<file path="config.mk">
export PLATFORM = sky130hd
export DESIGN_NAME = sras_lane
export DESIGN_NICKNAME = d
export VERILOG_FILES = /design/src/hw/rtl/sras_pkg.sv /design/src/hw/rtl/sras_lane.sv
export SDC_FILE = /design/constraint.sdc
export NUM_CORES = 2
export LEC_CHECK = 0
export ABC_CLOCK_PERIOD_IN_PS = 17800
export BUFFER_PORTS_ARGS = -buffer_cell sky130_fd_sc_hd__buf_2
export CAP_MARGIN = 15
export CORE_ASPECT_RATIO = 0.7
export CORE_UTILIZATION = 57
export DETAILED_ROUTE_END_ITERATION = 7
export GPL_ROUTABILITY_DRIVEN = 0
export PLACE_DENSITY_LB_ADDON = 0.25
export SYNTH_ARGS = -nofsm -noshare
export SYNTH_HDL_FRONTEND = slang
export SYNTH_SLANG_ARGS = --single-unit
</file>
<file path="constraint.sdc">
create_clock -name clk -period 17.8 [get_ports clk]
set_input_delay 1.78 -clock clk [delete_from_list [all_inputs] [get_ports clk]]
set_output_delay 1.78 -clock clk [all_outputs]
set_load 0.02 [all_outputs]
</file>
<file path="src/hw/rtl/sras_pkg.sv">
`timescale 1ns / 1ps

package sras_pkg;

    // Field widths of one request and one result.
    localparam int OPC_W     = 3;
    localparam int IDX_IN_W  = 10;
    localparam int LANE_IN_W = 3;
    localparam int DATA_W    = 32;
    localparam int ACC_W     = 48;

    // Datapath widths: residual Q17.16, product Q33.32, rounded product Q33.16.
    localparam int FRAC_W = 16;
    localparam int RES_W  = DATA_W + 1;
    localparam int PROD_W = DATA_W + RES_W;
    localparam int RND_W  = PROD_W - FRAC_W;
    localparam int SUM_W  = RND_W + 1;

    localparam logic signed [PROD_W-1:0] ROUND_HALF = PROD_W'(1) << (FRAC_W - 1);
    localparam logic signed [ACC_W-1:0]  ACC_MAX    = {1'b0, {(ACC_W-1){1'b1}}};
    localparam logic signed [ACC_W-1:0]  ACC_MIN    = {1'b1, {(ACC_W-1){1'b0}}};

    // Defaults for the top-level parameters.
    localparam int LANES_DEFAULT       = 8;
    localparam int INDEX_DEPTH_DEFAULT = 1024;

    // Opcodes.
    localparam logic [OPC_W-1:0] OP_WR_FACTOR = 3'd0;
    localparam logic [OPC_W-1:0] OP_WR_BIAS   = 3'd1;
    localparam logic [OPC_W-1:0] OP_CLR_ROW   = 3'd2;
    localparam logic [OPC_W-1:0] OP_ACCUM     = 3'd3;
    localparam logic [OPC_W-1:0] OP_READ      = 3'd4;

    // Stage enables from the sequencer to each lane.
    typedef struct packed {
        logic mult_en;
        logic round_en;
    } lane_ctrl_t;

endpackage

</file>
<file path="src/hw/rtl/sras_lane.sv">
`timescale 1ns / 1ps

module sras_lane
    import sras_pkg::*;
(
    input  logic                     clk,
    input  lane_ctrl_t               ctrl,
    input  logic signed [DATA_W-1:0] factor,
    input  logic signed [RES_W-1:0]  resid,
    input  logic signed [ACC_W-1:0]  acc,
    output logic signed [ACC_W-1:0]  sum,
    output logic                     sat
);

    logic signed [PROD_W-1:0] prod_reg;
    logic signed [PROD_W-1:0] prod_next;
    logic signed [PROD_W-1:0] rnd_full;
    logic signed [RND_W-1:0]  rnd_reg;
    logic signed [RND_W-1:0]  rnd_next;
    logic signed [SUM_W-1:0]  sum_wide;
    logic [SUM_W-ACC_W:0]     sum_top;

    assign prod_next = PROD_W'(factor) * PROD_W'(resid);

    // Round half up: add one half LSB, then drop the fraction bits (floor).
    assign rnd_full = prod_reg + ROUND_HALF;
    assign rnd_next = rnd_full[PROD_W-1:FRAC_W];

    always_ff @(posedge clk)
    begin
        if (ctrl.mult_en)
        begin
            prod_reg <= prod_next;
        end
        if (ctrl.round_en)
        begin
            rnd_reg <= rnd_next;
        end
    end

    assign sum_wide = SUM_W'(acc) + SUM_W'(rnd_reg);
    assign sum_top  = sum_wide[SUM_W-1:ACC_W-1];

    // The sum fits the accumulator only when its sign bit and all bits above it agree.
    always_comb
    begin
        if ((&sum_top) || !(|sum_top))
        begin
            sum = sum_wide[ACC_W-1:0];
            sat = 1'b0;
        end
        else
        begin
            sum = sum_wide[SUM_W-1] ? ACC_MIN : ACC_MAX;
            sat = 1'b1;
        end
    end

endmodule

</file>
==> impl_metrics.tcl <==
set metrics [dict create \
    cp.arrival_ns 9.99 \
    max-cap-violations 0 \
    fin_area_mm2 0.0453 \
    end_kind "register" \
    dpl.hpwl_mm 91.8 \
    nets 6073 \
    ys_seq_area_share_pct 6.80 \
    first_global_vias 32675 \
    worst_hold_path_type "register to register" \
    htree_num_levels 3 \
    slew_viol_final 0 \
    wl_met1_mm 50.0 \
    syn-num-nets 6116 \
    synth_area_mm2 0.0437 \
    cp_num_buf_inv 5 \
    area_growth_syn_to_layout_pct 3.59 \
    setup_viol 0 \
    ant_nets 0 \
    postCtsSetupBuffers 0 \
    synth_compound_gate_area_share_pct 5.63 \
    status "completed" \
    drt-pass1-iter-count 5 \
    track_usage_pct 30.3 \
    cp-start-kind "input pin" \
    die_area_mm2 0.0779 \
    grt_max_degree 51 \
    worst_pin_slew_ns 1.10 \
    largest_reg_flops 50 \
    met3WireLength_mm 14.0 \
    start_util_pct 58.0 \
    cts.clk_slew.worst_paths_ns 0.07 \
    max_slew_margin_pct 26.5 \
    hold_viol_final 0 \
    min_from "prod_reg[64]$_DFFE_PP_" \
    finalCriticalPeriod_ns 9.91 \
    remaining_drc_errors 0 \
    r2r_start "prod_reg[27]$_DFFE_PP_" \
    ys_ff_latch 99 \
    place_area_mm2 0.0450 \
    cts.hold.buffers_added 0 \
    critPathSlowestCell "fa_1" \
    period_share_pct 55.7 \
    wl_per_cell_um 20.0 \
    cts-buffers-inserted 9 \
    synth-adder-area-share_pct 57.5 \
    drive_gt1_share_pct 4.55 \
    die-height_um 234 \
    cts_resized 0 \
    core_mm2 0.0755 \
    gr-total-overflow 0 \
    antenna_found_initial 5 \
    vias 31121 \
    yosys.area_share.simple_pct 15.8 \
    path_common_cell "fa_1" \
    clockRootBuffer "clkbuf_16" \
    drt_wl_total_mm 112 \
    wl_met2_mm 46.4 \
    cpPeakStageDelay_ns 1.01 \
    rsz0062_at_grt "no" \
    yosysWarnings 0 \
    multi_input_comb_area_mm2 0.0359 \
    grt_pass1_wl_mm 182 \
    path_max_fanout 33 \
    port_buffers 164 \
    io_pins 165 \
    cts_tree "done" \
    synth-xor-area-share_pct 3.10 \
    die_w_um 333 \
    drt_iter0_drc 2476 \
    async_flop_share_pct 0 \
    cp_data_required_time_ns 17.88 \
    cts_sinks 99 \
    fill_cells 6533 \
    syn_avg_cell_area_um2 9.39 \
    clk-insertion-delay-late_ns 0.35 \
    path_delay_family "adder cells" \
    synth_top_family_by_area "adder cells" \
    startpoint "factor[3]" \
    final.setup_skew_ns 0.00834 \
    synthCells 4656 \
    synth-main-ff-cell "edfxtp_1" \
    ys_types 70 \
    max_freq_ghz 0.101 \
    regArea_mm2 0.00297 \
    viasPerCell 5.55 \
    highest_layer "met5" \
    finalSetupTns_ns 0 \
    criticalPathCategory "input pin to register" \
    worstPathCellList "buf_2 -> and2_1 -> fa_1 -> inv_1 -> fa_1 -> inv_1 -> fa_1 -> fa_1 -> inv_1 -> fa_1 -> inv_1 -> fa_1 -> fa_1 -> fa_1 -> ha_1 -> and2_1 -> nand4_1 -> nor4_1 -> nand3_1 -> a21o_1 -> a31oi_1 -> o2111a_1 -> mux2i_1 -> a211oi_1" \
    clockBufferDepth 2 \
    synthMuxAreaShare_pct 0.0687 \
    placement_rows 84 \
    synth_edf_count 99 \
]
[routing by layer]
metal / vias up / GRT usage, %
li1: 13674 / -
met1: 15831 / 44.7
met2: 1480 / 44.1
met3: 130 / 10.4
met4: 6 / 4.88
met5: - / 0.608
[cells by family after synthesis]
logic type,after synthesis
AND/OR/NAND/NOR,1398
adder cells (fa/ha/maj),1344
AO/OA/AOI/OAI,379
buffers and inverters,1278
multiplexers,3
flip-flops,99
XOR/XNOR,155
[final cells by class]
cell class	instances	area share [%]
inverters	1040	8.62
multi-input cells	3279	79.3
clock buffers	9	0.497
repair buffers	184	2.14
well taps	989	2.73
flip-flops and latches	99	6.56
diodes	2	0.0110
clock inverters	7	0.135
[metrics by stage]
stage                     setup WS (ns)  instances  hold WS [ns]  util (%)
after floorplan                    8.50       4656         0.541         -
after CTS                          7.91       5607         0.573      60.0
after detailed placement           7.53       5591         0.562      59.7
final                              7.89       5609         0.565      60.0
after global routing               7.35       5607         0.584      60.0
after global placement             7.64       5591         0.562      59.7
[worst paths after layout]
kind	end	slack [ns]	cells after the start
worst min register to register	rnd_reg[48]$_DFFE_PP_	0.56	1
worst min-delay path	rnd_reg[48]$_DFFE_PP_	0.56	1
worst max register to register	rnd_reg[45]$_DFFE_PP_	14.89	10
worst max-delay path	prod_reg[64]$_DFFE_PP_	7.89	24
[cell usage in the layout, fill, tap and decap left out, types with 12 or more instances in the layout]
cell | Yosys | layout
fa_1 | 1112 | 1112
xor2_1 | 52 | 52
a211oi_1 | 13 | 13
nand2b_1 | 25 | 25
o21ai_0 | 49 | 49
a31oi_1 | 12 | 12
nand3_1 | 43 | 43
a21o_1 | 67 | 67
buf_4 | 0 | 20
edfxtp_1 | 99 | 99
buf_2 | 4 | 164
and3_1 | 24 | 24
nand4_1 | 25 | 25
o21ai_1 | 41 | 41
inv_1 | 1040 | 1040
nand2_1 | 619 | 619
a21oi_1 | 103 | 103
nor2_1 | 94 | 94
and2_1 | 520 | 520
xnor2_1 | 103 | 103
ha_1 | 232 | 232
nor2b_1 | 13 | 13
[cells in the mapped netlist, drive strengths merged (4+ instances only)]
| master | n | area share (%) |
|---|---|---|
| inv | 1040 | 8.9 |
| o221ai | 6 | 0.12 |
| nor2 | 94 | 0.81 |
| xnor2 | 103 | 2.1 |
| o21ai | 91 | 1.0 |
| and2 | 520 | 7.4 |
| nor4 | 7 | 0.10 |
| nor2b | 13 | 0.19 |
| edfxtp | 99 | 6.8 |
| a41o | 5 | 0.11 |
| nor3 | 11 | 0.13 |
| o211ai | 10 | 0.17 |
| fa | 1112 | 51 |
| xor2 | 52 | 1.0 |
| a211o | 4 | 0.080 |
| buf | 8 | 0.15 |
| a21oi | 103 | 1.2 |
| nand2b | 25 | 0.36 |
| nand3 | 43 | 0.49 |
| or3 | 4 | 0.057 |
| a211oi | 14 | 0.27 |
| clkbuf | 230 | 2.0 |
| a31oi | 13 | 0.20 |
| nand2 | 619 | 5.3 |
| and3 | 24 | 0.34 |
| o21bai | 10 | 0.18 |
| a21o | 67 | 1.2 |
| nand4 | 25 | 0.36 |
| o31ai | 5 | 0.086 |
| ha | 232 | 6.6 |
| o21a | 10 | 0.17 |
| a221oi | 4 | 0.094 |
| a41oi | 5 | 0.10 |
[worst reg2reg max path, delay by kind of cell, from the launching register on]
kind	cells	cell delay, ns
simple gates	9	2.09
flops	1	0.45
xor+xnor	1	0.14
Power is left out: the tool's default activity adds up to more than one toggle a clock period on the data nets, which glitch-free logic cannot reach.
